==> config.mk <==
export PLATFORM = sky130hd
export DESIGN_NAME = drive_pid_with_heading_hold_top
export DESIGN_NICKNAME = d
export VERILOG_FILES = /design/src/design/dphh_pkg.sv /design/src/design/drive_pid_with_heading_hold_top.sv
export SDC_FILE = /design/constraint.sdc
export NUM_CORES = 2
export LEC_CHECK = 0
export BUFFER_PORTS_ARGS = -buffer_cell sky130_fd_sc_hd__buf_2
export CORE_MARGIN = 3
export CORE_UTILIZATION = 30
export DETAILED_ROUTE_END_ITERATION = 10
export GPL_ROUTABILITY_DRIVEN = 0
export PLACE_DENSITY = 0.45
export SLEW_MARGIN = 20
export SYNTH_ARGS = -nofsm -noshare
export SYNTH_HDL_FRONTEND = slang
export SYNTH_SLANG_ARGS = --single-unit
==> constraint.sdc <==
create_clock -name clk -period 21.5 [get_ports clk]
set_input_delay 2.15 -clock clk [delete_from_list [all_inputs] [get_ports clk]]
set_output_delay 2.15 -clock clk [all_outputs]
set_load 0.1 [all_outputs]
==> src/design/dphh_pkg.sv <==
`timescale 1ns / 1ps
// ----------------------------------------------------------------------------
// dphh_pkg
// Shared codes and constants of the straight-drive controller with heading
// hold: register indexes, operation codes, Q8 gains and fixed limits.
// ----------------------------------------------------------------------------
package dphh_pkg;

	// configuration register indexes
	typedef enum logic [1:0] {
		REG_TARGET_DISTANCE = 2'd0,
		REG_HEADING_TARGET  = 2'd1,
		REG_SETTLE_TICKS    = 2'd2,
		REG_SETTLE_WINDOW   = 2'd3
	} reg_index_t;

	// operation codes of an input item
	localparam logic OP_START = 1'b0;
	localparam logic OP_TICK  = 1'b1;

	// wheel PID gains, Q8 (0.13, 0.09, 0.3)
	localparam int GAIN_P = 33;
	localparam int GAIN_I = 23;
	localparam int GAIN_D = 77;
	localparam int GAIN_SHIFT = 8;

	// heading PD gains, whole numbers
	localparam int GAIN_HP = 4;
	localparam int GAIN_HD = 6;

	// limits in whole degrees or whole percent
	localparam int INTEG_BAND_DEG  = 150;
	localparam int INTEG_SEED_DEG  = 20;
	localparam int POWER_MAX_PCT   = 90;
	localparam int POWER_MIN_PCT   = 10;
	localparam int RAMP_STEP       = 7;
	localparam int RAMP_MAX        = 2047;
	localparam int MV_PER_PCT      = 110;

	// field and state widths
	localparam int RAMP_WIDTH   = 11;
	localparam int COUNT_WIDTH  = 8;
	localparam int WINDOW_WIDTH = 16;
	localparam int INTEG_WIDTH  = 32;
	localparam int LAST_WIDTH   = 24;
	localparam int DRIVE_WIDTH  = 16;

	localparam logic [COUNT_WIDTH-1:0] SETTLE_TICKS_RESET  = 8'd10;
	localparam logic [WINDOW_WIDTH-1:0] SETTLE_WINDOW_RESET = 16'd16;

endpackage

==> src/design/drive_pid_with_heading_hold_top.sv <==
`timescale 1ns / 1ps
// ----------------------------------------------------------------------------
// drive_pid_with_heading_hold_top
// Two-wheel straight-drive PID controller with heading PD correction.
// ----------------------------------------------------------------------------
// Usage:
//  Input channel (in_valid / in_stall) takes one item per transfer: a start
//  item (operation 0) clears the move state, a tick item (operation 1)
//  carries both wheel angles and the gyro angle. Every item gives exactly one
//  result on the output channel (out_valid / out_stall): the left and right
//  drive in mV, the move done flag and the saturation flag.
//  An item moves into the input register on its transfer edge, and its
//  result is registered once the result register is free. One item is
//  taken per cycle while the output does not stall; the whole control
//  law for one tick, including the state update, sits between the input
//  register and the result register.
//  A stalled result stays on the output register while one more item waits
//  in the input register; in_stall rises only when both are full.
//  Reset clears the move state, the heading history and both registers, and
//  sets the configuration to target 0, heading 0, 10 settle ticks and a
//  window of 16. Configuration must be written through cfg_write_en, cfg_index
//  and cfg_data while no item is in flight; the block does not enforce it.
// ----------------------------------------------------------------------------
module drive_pid_with_heading_hold_top #(
	parameter int ANGLE_WIDTH = 20,
	parameter int FRAC_BITS   = 4
) (
	input  logic                          clk,
	input  logic                          arst_n,
	// configuration
	input  logic                          cfg_write_en,
	input  logic [1:0]                    cfg_index,
	input  logic [((ANGLE_WIDTH > dphh_pkg::WINDOW_WIDTH) ?
		ANGLE_WIDTH : dphh_pkg::WINDOW_WIDTH)-1:0] cfg_data,
	// input channel
	input  logic                          in_valid,
	output logic                          in_stall,
	input  logic                          operation,
	input  logic signed [ANGLE_WIDTH-1:0] wheel_a_angle,
	input  logic signed [ANGLE_WIDTH-1:0] wheel_b_angle,
	input  logic signed [ANGLE_WIDTH-1:0] gyro_angle,
	// output channel
	output logic                          out_valid,
	input  logic                          out_stall,
	output logic signed [15:0]            left_drive_mv,
	output logic signed [15:0]            right_drive_mv,
	output logic                          move_done,
	output logic                          drive_saturated
);

	localparam int IW  = dphh_pkg::INTEG_WIDTH;
	localparam int LW0 = dphh_pkg::LAST_WIDTH;
	localparam int RW  = dphh_pkg::RAMP_WIDTH;
	localparam int CNW = dphh_pkg::COUNT_WIDTH;
	localparam int WW  = dphh_pkg::WINDOW_WIDTH;
	localparam int OW  = dphh_pkg::DRIVE_WIDTH;

	// error width, difference width and working widths
	localparam int EW   = ANGLE_WIDTH + 1;
	localparam int DW   = ((EW > LW0) ? EW : LW0) + 1;
	localparam int ISW  = ((IW > EW) ? IW : EW) + 1;
	localparam int SUMW = ((DW > IW) ? DW : IW) + 9;
	localparam int PW   = SUMW - dphh_pkg::GAIN_SHIFT;
	localparam int HW   = DW + 4;
	localparam int MW   = ((PW > HW) ? PW : HW) + 1;
	localparam int XW   = MW + 7;
	localparam int LW   = (EW > LW0) ? EW : LW0;
	localparam int CW   = ((EW + 1) > WW) ? (EW + 1) : WW;

	localparam logic signed [SUMW-1:0] BAND_FX =
		SUMW'(dphh_pkg::INTEG_BAND_DEG) <<< FRAC_BITS;
	localparam logic signed [SUMW-1:0] SEED_FX =
		SUMW'(dphh_pkg::INTEG_SEED_DEG) <<< FRAC_BITS;
	localparam logic signed [PW-1:0] PMIN_FX =
		PW'(dphh_pkg::POWER_MIN_PCT) <<< FRAC_BITS;
	localparam logic signed [ISW-1:0] INT_MAX = ISW'(64'sd2147483647);
	localparam logic signed [ISW-1:0] INT_MIN = ISW'(-64'sd2147483648);
	localparam logic signed [LW-1:0] LAST_MAX = LW'(8388607);
	localparam logic signed [LW-1:0] LAST_MIN = LW'(-8388608);
	localparam logic signed [XW-1:0] MV_MAX = XW'(32767);
	localparam logic signed [XW-1:0] MV_MIN = XW'(-32768);

	// configuration registers
	logic signed [ANGLE_WIDTH-1:0] target_q;
	logic signed [ANGLE_WIDTH-1:0] heading_target_q;
	logic [CNW-1:0]                ticks_q;
	logic [WW-1:0]                 window_q;

	// input register
	logic                          valid_s1;
	logic                          op_s1;
	logic signed [ANGLE_WIDTH-1:0] wheel_s1 [2];
	logic signed [ANGLE_WIDTH-1:0] gyro_s1;

	// move state, index 0 is left (wheel a), 1 is right (wheel b)
	logic signed [IW-1:0]  integ_q [2];
	logic signed [LW0-1:0] last_err_q [2];
	logic signed [LW0-1:0] last_he_q;
	logic [RW-1:0]         ramp_q;
	logic [CNW-1:0]        cnt_q [2];

	// result register
	logic                  out_valid_q;
	logic signed [OW-1:0]  left_q;
	logic signed [OW-1:0]  right_q;
	logic                  done_q;
	logic                  sat_q;

	// next-state and result logic
	logic                  advance;
	logic [RW:0]           ramp_sum;
	logic [RW-1:0]         ramp_new;
	logic [RW-1:0]         lim_pct;
	logic signed [PW-1:0]  lim_fx;
	logic signed [EW-1:0]  abs_w [2];
	logic signed [EW-1:0]  err [2];
	logic signed [EW:0]    err_wide [2];
	logic [CW-1:0]         err_mag [2];
	logic signed [ISW-1:0] isum [2];
	logic signed [IW-1:0]  integ_sat [2];
	logic signed [IW-1:0]  integ_new [2];
	logic signed [DW-1:0]  diff [2];
	logic signed [SUMW-1:0] pid_sum [2];
	logic signed [PW-1:0]  pwr_raw [2];
	logic signed [PW-1:0]  pwr_lim [2];
	logic signed [PW-1:0]  pwr [2];
	logic signed [LW-1:0]  err_ext [2];
	logic signed [LW0-1:0] last_err_new [2];
	logic [CNW-1:0]        cnt_new [2];
	logic signed [EW-1:0]  he;
	logic signed [DW-1:0]  hd;
	logic signed [HW-1:0]  heading;
	logic signed [LW-1:0]  he_ext;
	logic signed [LW0-1:0] last_he_new;
	logic signed [MW-1:0]  mix [2];
	logic signed [XW-1:0]  scaled [2];
	logic signed [XW-1:0]  drive [2];
	logic signed [OW-1:0]  drive_sat [2];
	logic                  clip [2];
	logic                  done_new;

	// handshake: result register frees on transfer, input register follows
	assign advance  = !out_valid_q || !out_stall;
	assign in_stall = valid_s1 && !advance;

	// configuration writes
	always_ff @(posedge clk or negedge arst_n) begin
		if (!arst_n) begin
			target_q         <= '0;
			heading_target_q <= '0;
			ticks_q          <= dphh_pkg::SETTLE_TICKS_RESET;
			window_q         <= dphh_pkg::SETTLE_WINDOW_RESET;
		end else if (cfg_write_en) begin
			case (cfg_index)
				dphh_pkg::REG_TARGET_DISTANCE: target_q <= cfg_data[ANGLE_WIDTH-1:0];
				dphh_pkg::REG_HEADING_TARGET:  heading_target_q <= cfg_data[ANGLE_WIDTH-1:0];
				dphh_pkg::REG_SETTLE_TICKS:    ticks_q <= cfg_data[CNW-1:0];
				dphh_pkg::REG_SETTLE_WINDOW:   window_q <= cfg_data[WW-1:0];
				default: ;
			endcase
		end
	end

	// input register
	always_ff @(posedge clk or negedge arst_n) begin
		if (!arst_n) begin
			valid_s1 <= 1'b0;
		end else if (!in_stall) begin
			valid_s1 <= in_valid;
		end
	end

	always_ff @(posedge clk) begin
		if (!in_stall && in_valid) begin
			op_s1       <= operation;
			wheel_s1[0] <= wheel_a_angle;
			wheel_s1[1] <= wheel_b_angle;
			gyro_s1     <= gyro_angle;
		end
	end

	// ramp limit grows before use, power cap is the smaller of ramp and max
	always_comb begin
		ramp_sum = {1'b0, ramp_q} + (RW+1)'(dphh_pkg::RAMP_STEP);
		ramp_new = (ramp_sum > (RW+1)'(dphh_pkg::RAMP_MAX)) ?
			RW'(dphh_pkg::RAMP_MAX) : ramp_sum[RW-1:0];
		lim_pct  = (ramp_new < RW'(dphh_pkg::POWER_MAX_PCT)) ?
			ramp_new : RW'(dphh_pkg::POWER_MAX_PCT);
		lim_fx   = $signed(PW'(lim_pct)) <<< FRAC_BITS;
	end

	// heading PD term
	always_comb begin
		he      = EW'(heading_target_q) - EW'(gyro_s1);
		hd      = DW'(he) - DW'(last_he_q);
		heading = HW'(he) * HW'(dphh_pkg::GAIN_HP) + HW'(hd) * HW'(dphh_pkg::GAIN_HD);
		he_ext  = LW'(he);
		if (he_ext > LAST_MAX) begin
			last_he_new = LW0'(LAST_MAX);
		end else if (he_ext < LAST_MIN) begin
			last_he_new = LW0'(LAST_MIN);
		end else begin
			last_he_new = he_ext[LW0-1:0];
		end
	end

	// per wheel PID, clamp, ramp, minimum power, drive and settle count
	always_comb begin
		for (int i = 0; i < 2; i++) begin
			abs_w[i] = (wheel_s1[i] < 0) ? -EW'(wheel_s1[i]) : EW'(wheel_s1[i]);
			err[i]   = EW'(target_q) - abs_w[i];

			// integral with anti-windup band
			isum[i] = ISW'(integ_q[i]) + ISW'(err[i]);
			if (isum[i] > INT_MAX) begin
				integ_sat[i] = IW'(INT_MAX);
			end else if (isum[i] < INT_MIN) begin
				integ_sat[i] = IW'(INT_MIN);
			end else begin
				integ_sat[i] = isum[i][IW-1:0];
			end
			if (SUMW'(err[i]) > BAND_FX) begin
				integ_new[i] = '0;
			end else if (SUMW'(err[i]) < BAND_FX && SUMW'(err[i]) > -BAND_FX) begin
				integ_new[i] = IW'(SEED_FX);
			end else begin
				integ_new[i] = integ_sat[i];
			end

			diff[i]    = DW'(err[i]) - DW'(last_err_q[i]);
			pid_sum[i] = SUMW'(err[i]) * SUMW'(dphh_pkg::GAIN_P)
				+ SUMW'(integ_new[i]) * SUMW'(dphh_pkg::GAIN_I)
				+ SUMW'(diff[i]) * SUMW'(dphh_pkg::GAIN_D);
			pwr_raw[i] = $signed(pid_sum[i][SUMW-1:dphh_pkg::GAIN_SHIFT]);
			pwr_lim[i] = (pwr_raw[i] > lim_fx) ? lim_fx : pwr_raw[i];
			pwr[i]     = (pwr_lim[i] < PMIN_FX && pwr_lim[i] > -PMIN_FX) ?
				PMIN_FX : pwr_lim[i];

			// stored error
			err_ext[i] = LW'(err[i]);
			if (err_ext[i] > LAST_MAX) begin
				last_err_new[i] = LW0'(LAST_MAX);
			end else if (err_ext[i] < LAST_MIN) begin
				last_err_new[i] = LW0'(LAST_MIN);
			end else begin
				last_err_new[i] = err_ext[i][LW0-1:0];
			end

			// settle counter
			err_wide[i] = (EW+1)'(err[i]);
			err_mag[i]  = CW'(unsigned'((err_wide[i] < 0) ? -err_wide[i] : err_wide[i]));
			if (err_mag[i] < CW'(window_q)) begin
				cnt_new[i] = (cnt_q[i] == '1) ? cnt_q[i] : cnt_q[i] + CNW'(1);
			end else begin
				cnt_new[i] = '0;
			end

			// drive in mV: left adds heading, right subtracts it
			mix[i]    = (i == 0) ? MW'(pwr[i]) + MW'(heading) : MW'(pwr[i]) - MW'(heading);
			scaled[i] = XW'(mix[i]) * XW'(dphh_pkg::MV_PER_PCT);
			drive[i]  = scaled[i] >>> FRAC_BITS;
			clip[i]   = (drive[i] > MV_MAX) || (drive[i] < MV_MIN);
			if (drive[i] > MV_MAX) begin
				drive_sat[i] = OW'(MV_MAX);
			end else if (drive[i] < MV_MIN) begin
				drive_sat[i] = OW'(MV_MIN);
			end else begin
				drive_sat[i] = drive[i][OW-1:0];
			end
		end
		done_new = (cnt_new[0] >= ticks_q) && (cnt_new[1] >= ticks_q);
	end

	// move state update, once per item leaving the input register
	always_ff @(posedge clk or negedge arst_n) begin
		if (!arst_n) begin
			integ_q[0]    <= '0;
			integ_q[1]    <= '0;
			last_err_q[0] <= '0;
			last_err_q[1] <= '0;
			last_he_q     <= '0;
			ramp_q        <= '0;
			cnt_q[0]      <= '0;
			cnt_q[1]      <= '0;
		end else if (advance && valid_s1) begin
			if (op_s1 == dphh_pkg::OP_START) begin
				integ_q[0]    <= '0;
				integ_q[1]    <= '0;
				last_err_q[0] <= '0;
				last_err_q[1] <= '0;
				ramp_q        <= '0;
				cnt_q[0]      <= '0;
				cnt_q[1]      <= '0;
			end else begin
				integ_q[0]    <= integ_new[0];
				integ_q[1]    <= integ_new[1];
				last_err_q[0] <= last_err_new[0];
				last_err_q[1] <= last_err_new[1];
				last_he_q     <= last_he_new;
				ramp_q        <= ramp_new;
				cnt_q[0]      <= cnt_new[0];
				cnt_q[1]      <= cnt_new[1];
			end
		end
	end

	// result register
	always_ff @(posedge clk or negedge arst_n) begin
		if (!arst_n) begin
			out_valid_q <= 1'b0;
		end else if (advance) begin
			out_valid_q <= valid_s1;
		end
	end

	always_ff @(posedge clk) begin
		if (advance && valid_s1) begin
			if (op_s1 == dphh_pkg::OP_START) begin
				left_q  <= '0;
				right_q <= '0;
				done_q  <= 1'b0;
				sat_q   <= 1'b0;
			end else begin
				left_q  <= drive_sat[0];
				right_q <= drive_sat[1];
				done_q  <= done_new;
				sat_q   <= clip[0] || clip[1];
			end
		end
	end

	assign out_valid       = out_valid_q;
	assign left_drive_mv   = left_q;
	assign right_drive_mv  = right_q;
	assign move_done       = done_q;
	assign drive_saturated = sat_q;

	// input side stalls only with an item held in the input register
	a_stall_needs_item: assert property (@(posedge clk) disable iff (!arst_n)
		in_stall |-> valid_s1)
		else $error("in_stall raised with empty input register");

	// a start item clears the ramp and both settle counters
	a_start_clears: assert property (@(posedge clk) disable iff (!arst_n)
		(advance && valid_s1 && op_s1 == dphh_pkg::OP_START) |=>
		(ramp_q == '0 && cnt_q[0] == '0 && cnt_q[1] == '0))
		else $error("start item did not clear move state");

	// a shown done flag agrees with the settle counters
	a_done_counts: assert property (@(posedge clk) disable iff (!arst_n)
		(out_valid_q && done_q) |-> (cnt_q[0] >= ticks_q && cnt_q[1] >= ticks_q))
		else $error("move_done without both counters at threshold");

	// a saturation flag comes with a drive value at a rail
	a_sat_at_rail: assert property (@(posedge clk) disable iff (!arst_n)
		(out_valid_q && sat_q) |->
		(left_q == 16'sh7fff || left_q == -16'sh8000 ||
		right_q == 16'sh7fff || right_q == -16'sh8000))
		else $error("drive_saturated without a clipped drive value");

endmodule

* Word level (Yosys, flattened, before mapping)
Memories as Yosys holds them, arrays and structs flattened.
Index checks and enable logic that the tools add are counted.
** Word-level totals
- Memories kept :: 1
- ROM bits :: 0
- Register bits after elaboration :: 284
- Bits in latches :: 0
- Bits in writable memories :: 40
- Input port bits :: 88
** Operators by class
- Bitwise logic cells :: 1
- Shift-type cells :: 0
- Eq/ne operators :: 5
- Add/sub/neg operators :: 22
- Reduce and logical (&&, ||, !) cells :: 24
- $lt $le $gt $ge :: 36
- Muxes and demuxes :: 38
- $mul :: 9
- Div/mod/pow operators :: 0
** Memories
- wheel_s1 :: depth 2, bits a word 20, read ports 2, clocked after memory_dff 0, wr ports 2, line drive_pid_with_heading_hold_top.sv:92 : logic signed [ANGLE_WIDTH-1:0] wheel_s1 [2];
** Operator list (count)
- 32-bit two-way mux :: 8
- 24-bit two-way mux :: 6
- 33-bit two-way mux :: 4
- 21-bit by 13-bit greater-than comparator with 1-bit output, second input constant :: 4
- 39-bit by 33-bit adder with 40-bit output :: 2
- 34-bit by 7-bit multiplier with 40-bit output, second input constant :: 2
- 28-bit by 38-bit adder with 39-bit output :: 2
- 32-bit by 6-bit multiplier with 38-bit output, second input constant :: 2
- 21-bit by 24-bit subtractor with 25-bit output :: 3
- 37-bit by 16-bit greater-than comparator with 1-bit output, second input constant :: 2
- 37-bit by 16-bit < comparator with 1-bit output, second input constant :: 2
- 21-bit by 24-bit greater-than comparator with 1-bit output, second input constant :: 3
- 21-bit by 24-bit < comparator with 1-bit output, second input constant :: 3
- 32-bit by 21-bit adder with 33-bit output :: 2
- 33-bit by 32-bit greater-than comparator with 1-bit output, second input constant :: 2
- 33-bit by 9-bit greater-than comparator with 1-bit output, second input constant :: 2
- 33-bit by 32-bit < comparator with 1-bit output, second input constant :: 2
- 33-bit by 9-bit < comparator with 1-bit output, second input constant :: 2
- 25-bit by 8-bit multiplier with 33-bit output, second input constant :: 2
- 32-bit by 16-bit greater-than comparator with 1-bit output :: 2
- 64-bit two-way mux :: 1
- 21-bit by 7-bit multiplier with 28-bit output, second input constant :: 2
- 16-bit two-way mux :: 3
- 48-bit two-way mux :: 1
- 33 further kinds :: 71

* Longest topological paths before layout
An unclocked memory read counts as a cell.
- Word-level depth :: 23
- Gate-level depth with buffers :: 101
- Depth with buffers taken out :: 96

* Worst setup path before layout
No wires, ideal clock.
- Kind :: reg2reg
- From :: mem wheel_s1[1][2], in the netlist wheel_s1[0][22]
- To :: reg right_q[13], in the netlist right_drive_mv[13] (data pin)
- Clock period less this slack :: 22304 ps
- Buffers on the path :: 4
- Data required time :: 21246 ps
- Library setup time :: 254 ps
- Stages on the path, launching flop included :: 96
- Data arrival time :: 22051 ps
- Slack :: -804 ps
- Path through :: edfxtp_1 nor4_1 nand2_1 or4_1 o21ai_0 xor2_1 ha_1 clkbuf_1 a21oi_1 o21ai_0 a21o_1 a21oi_1 a21oi_1 o21a_1 o211ai_1 inv_1 ha_1 o21a_1 (+60 left out) inv_1 fa_1 inv_1 ha_1 a21o_1 a21o_1 a21o_1 a21oi_1 o31ai_1 nand2_1 o31ai_1 o41ai_1 xor2_1 xnor2_1 inv_1 o21a_1 clkbuf_1 a21o_1
** RTL lines
- start, declared :: line drive_pid_with_heading_hold_top.sv:92
- end signal, assigned :: line drive_pid_with_heading_hold_top.sv:325 : right_q <= drive_sat[1];
- end, declared :: line drive_pid_with_heading_hold_top.sv:105 : logic signed [OW-1:0] right_q;

==> results.md <==
* Status: finished clean
* Syn avg cell area at 8.85 µm²
* RSZ-0062 raised after global routing: yes
* Port bufs at roughly 120
* Routed WL at slightly above 200 mm
* Die height at about 460 µm
* Max-slew violation count at 0
* Synth Register Bits at between 300 and 400
* Synth warnings at 0
* Share of post-route cells with drive strength above 1 at 0.214
* Worst-path maximum fanout at 6
* Fin Clk Skew at just over 0.08 ns
* Nets@finish at 10100
* First-pass GRT wire length at between 300 and 400 mm
* Top cell by count, worst path: fa_1
* Die X at about 460 µm
* CTS H-Tree Depth at 2
* Slew headroom at 0.248
* Clk root buf: clkbuf_16
* Num CTS Buffers at 47
* Largest net degree at the start of global routing at 64
* Post-synth EDFFs at 95
* Clk_lat worst skew at about 0.7 ns
* CP Capture Type: flop
* Worst Hold Class: flop to flop
* Commonest non-fill, non-tap cell in the layout: inv_1
* Number of max-cap violations at 0
* CTS tree: yes
* F_max at ~47 MHz
* Via count at between 50000 and 60000
* Pin slew with the least headroom to its limit at 1.13 ns
* Synth Instances at between 7000 and 8000
* I/O pin count at 124
* Clk buf depth at 3
* Final setup violation count at 0
* Seq/Total Area, Yosys at 0.133
* Area Overhead vs Synth at 25.3%
* Synthesized area at approximately 0.063 mm²
* Critical path type: flop to flop
* Final ANT Viol Nets at 0
* First DRT Iteration DRCs at around 2600
* Slowest cell on crit path: fa_1
* Core Area at roughly 0.21 mm²
* Clock slew at reported path FFs at about 0.06 ns
* Clock tree sinks at about 320
* Commonest non-fill, non-tap cells in the layout: 1261 x inv_1, 1179 x buf_4, 991 x ha_1, 631 x fa_1, 401 x nor2_1
* Wire per inst at roughly 18 µm
* Yosys cell types at between 100 and 150
* Vias per std cell at approximately 4.8
* Hpwl dp at between 150 and 200 mm
* Worst path max stage delay at approximately 0.57 ns
* Final worst-path cycle share at 0.998
* Effective utilization at floorplan at 0.303
* Vias in the first global route at about 56000
* Ys async rst share at 0.699
* Min Tclk post-route at about 21 ns
* Hold Vio Cnt, Final at 0
* All-Layer GR Usage at 0.182
* Fill count at ~21000
* # rows at about 170
* Synth Flop Type: dfrtp_1
* Required time worst endpoint at roughly 22 ns
* Die area at about 0.22 mm²
* Dpl cells at ~11000
* Layout Cells excl Fill at ~11000
* Antenna violations before repair at 5
* Remaining global-route overflow at 0
* WP data arrival at 21.78 ns
* DRC viols at 0
* Router iterations before antenna repair at 5
* Hold_buf cts at 0
* CP Launch Type: flop
## sequential cells by signal, indices dropped and copies added (netlist names), 8 cells and up
signal,cells
integ_q,64
last_err_q,42
wheel_s1,40
last_he_q,22
gyro_s1,20
heading_target_q,20
target_q,20
cnt_q,16
left_drive_mv,16
right_drive_mv,16
window_q,16
ramp_q,11
ticks_q,8
## synth_stat cells, types with 20 or more instances
cell type	n	area, µm²
inv_1	1274	4780
ha_1	1013	12700
fa_1	634	12700
nor2_1	412	1550
nand2_1	370	1390
a21oi_1	362	1810
o21ai_0	322	1610
xnor2_1	275	2410
dfrtp_1	218	5460
a21o_1	205	1540
xor2_1	163	1430
nor3_1	136	681
nand3_1	127	636
clkbuf_1	95	357
edfxtp_1	95	2850
nor2b_1	80	500
nand2b_1	78	488
o21a_1	75	563
mux2_2	68	766
and2_1	65	407
a21boi_0	56	420
or3_1	55	344
a31oi_1	53	332
and3_1	53	332
nand4_1	51	319
a211oi_1	49	368
o31ai_1	48	360
a221o_1	40	400
or2_2	33	206
a211o_1	32	280
o21bai_1	32	240
maj3_1	31	310
o22ai_1	31	194
nor4_1	28	175
o211ai_1	26	195
mux2i_1	23	230
or4_1	22	165
a31o_2	21	184
and4_1	20	175
o211a_1	20	200
## repair_timing
| item | in CTS | in global routing |
|---|---|---|
| pin swaps | 94 | 80 |
| setup buffers | 38 | 12 |
| endpoints found under the setup margin | 32 | 33 |
| cloned | 2 | 0 |
| resized for setup | 164 | 130 |
## routing by layer
metal / up-vias / global-route usage / part of all wire
met5: - / 0 / 0
met4: 0 / 0.0358 / 0.020
met3: 149 / 0.0138 / 0.031
met2: 824 / 0.298 / 0.45
met1: 26400 / 0.264 / 0.50
li1: 27000 / - / -
## layout make-up
cell class | count | area (µm²) | area share
multi-input cells | 5430 | 51000 | 0.645
flip-flops and latches | 316 | 8390 | 0.106
repair buffers | 1324 | 9800 | 0.124
clock buffers | 52 | 1190 | 0.0151
diodes | 3 | 7.51 | 0.0000949
well taps | 2788 | 3490 | 0.0441
clock inverters | 34 | 415 | 0.00525
inverters | 1279 | 4810 | 0.0608
## final timing paths
check | startpoint | end | slack [ns] | depth (start not counted)
max in group asynchronous | arst_n | ramp_q[1]$_DFFE_PN0P_ | 18.69 | 2
min in group asynchronous | arst_n | cnt_q[0]$_DFFE_PN0P_ | 1.41 | 1
setup / recovery | wheel_s1[0][22]$_DFFE_PP_ | drive_saturated$_SDFFCE_PN0P_ | 0.05 | 91
hold reg to reg | last_err_q[2]$_DFFE_PN0P_ | last_err_q[2]$_DFFE_PN0P_ | 0.48 | 2
setup reg to reg | wheel_s1[0][22]$_DFFE_PP_ | drive_saturated$_SDFFCE_PN0P_ | 0.05 | 91
hold / removal | last_err_q[2]$_DFFE_PN0P_ | last_err_q[2]$_DFFE_PN0P_ | 0.48 | 2
## worst max-delay path: cells and delay by family, from the launching register on
kind	cells	cell delay (ns)
simple gates	19	4.42
fa+ha+maj	16	5.73
mux	4	0.95
xor+xnor	5	0.93
compound gates	32	6.95
buf+inv	15	1.66
flops	1	0.40
## logic make-up (layout without fill, tap and decap cells)
family	Yosys count	after routing	synth area share
adder cells (fa/ha/maj)	1678	1678	0.407
multiplexers	92	92	0.0161
XOR/XNOR	441	441	0.0617
AND/OR/NAND/NOR	1629	1629	0.130
flip-flops	316	316	0.133
AO/OA/AOI/OAI	1584	1584	0.169
buffers and inverters	1395	2689	0.0835
other	1	9	0.0000594
## through the flow
step / hold WS (ns) / TNS, ns / setup slack (ns) / util / cell area (µm²)
floorplan: 0.449 / 0 / 0.0117 / - / 63300
global placement: 0.466 / -24.55 / -1.47 / 0.364 / 75700
detailed placement: 0.474 / -27.05 / -1.50 / 0.364 / 75700
CTS: 0.488 / 0 / 0.00483 / 0.377 / 78400
global route: 0.517 / -24.81 / -0.888 / 0.380 / 79100
finish: 0.485 / 0 / 0.0457 / 0.380 / 79100
Power is not shown: default switching activity piles up to over one toggle a cycle in this logic, so the estimate is an artifact.
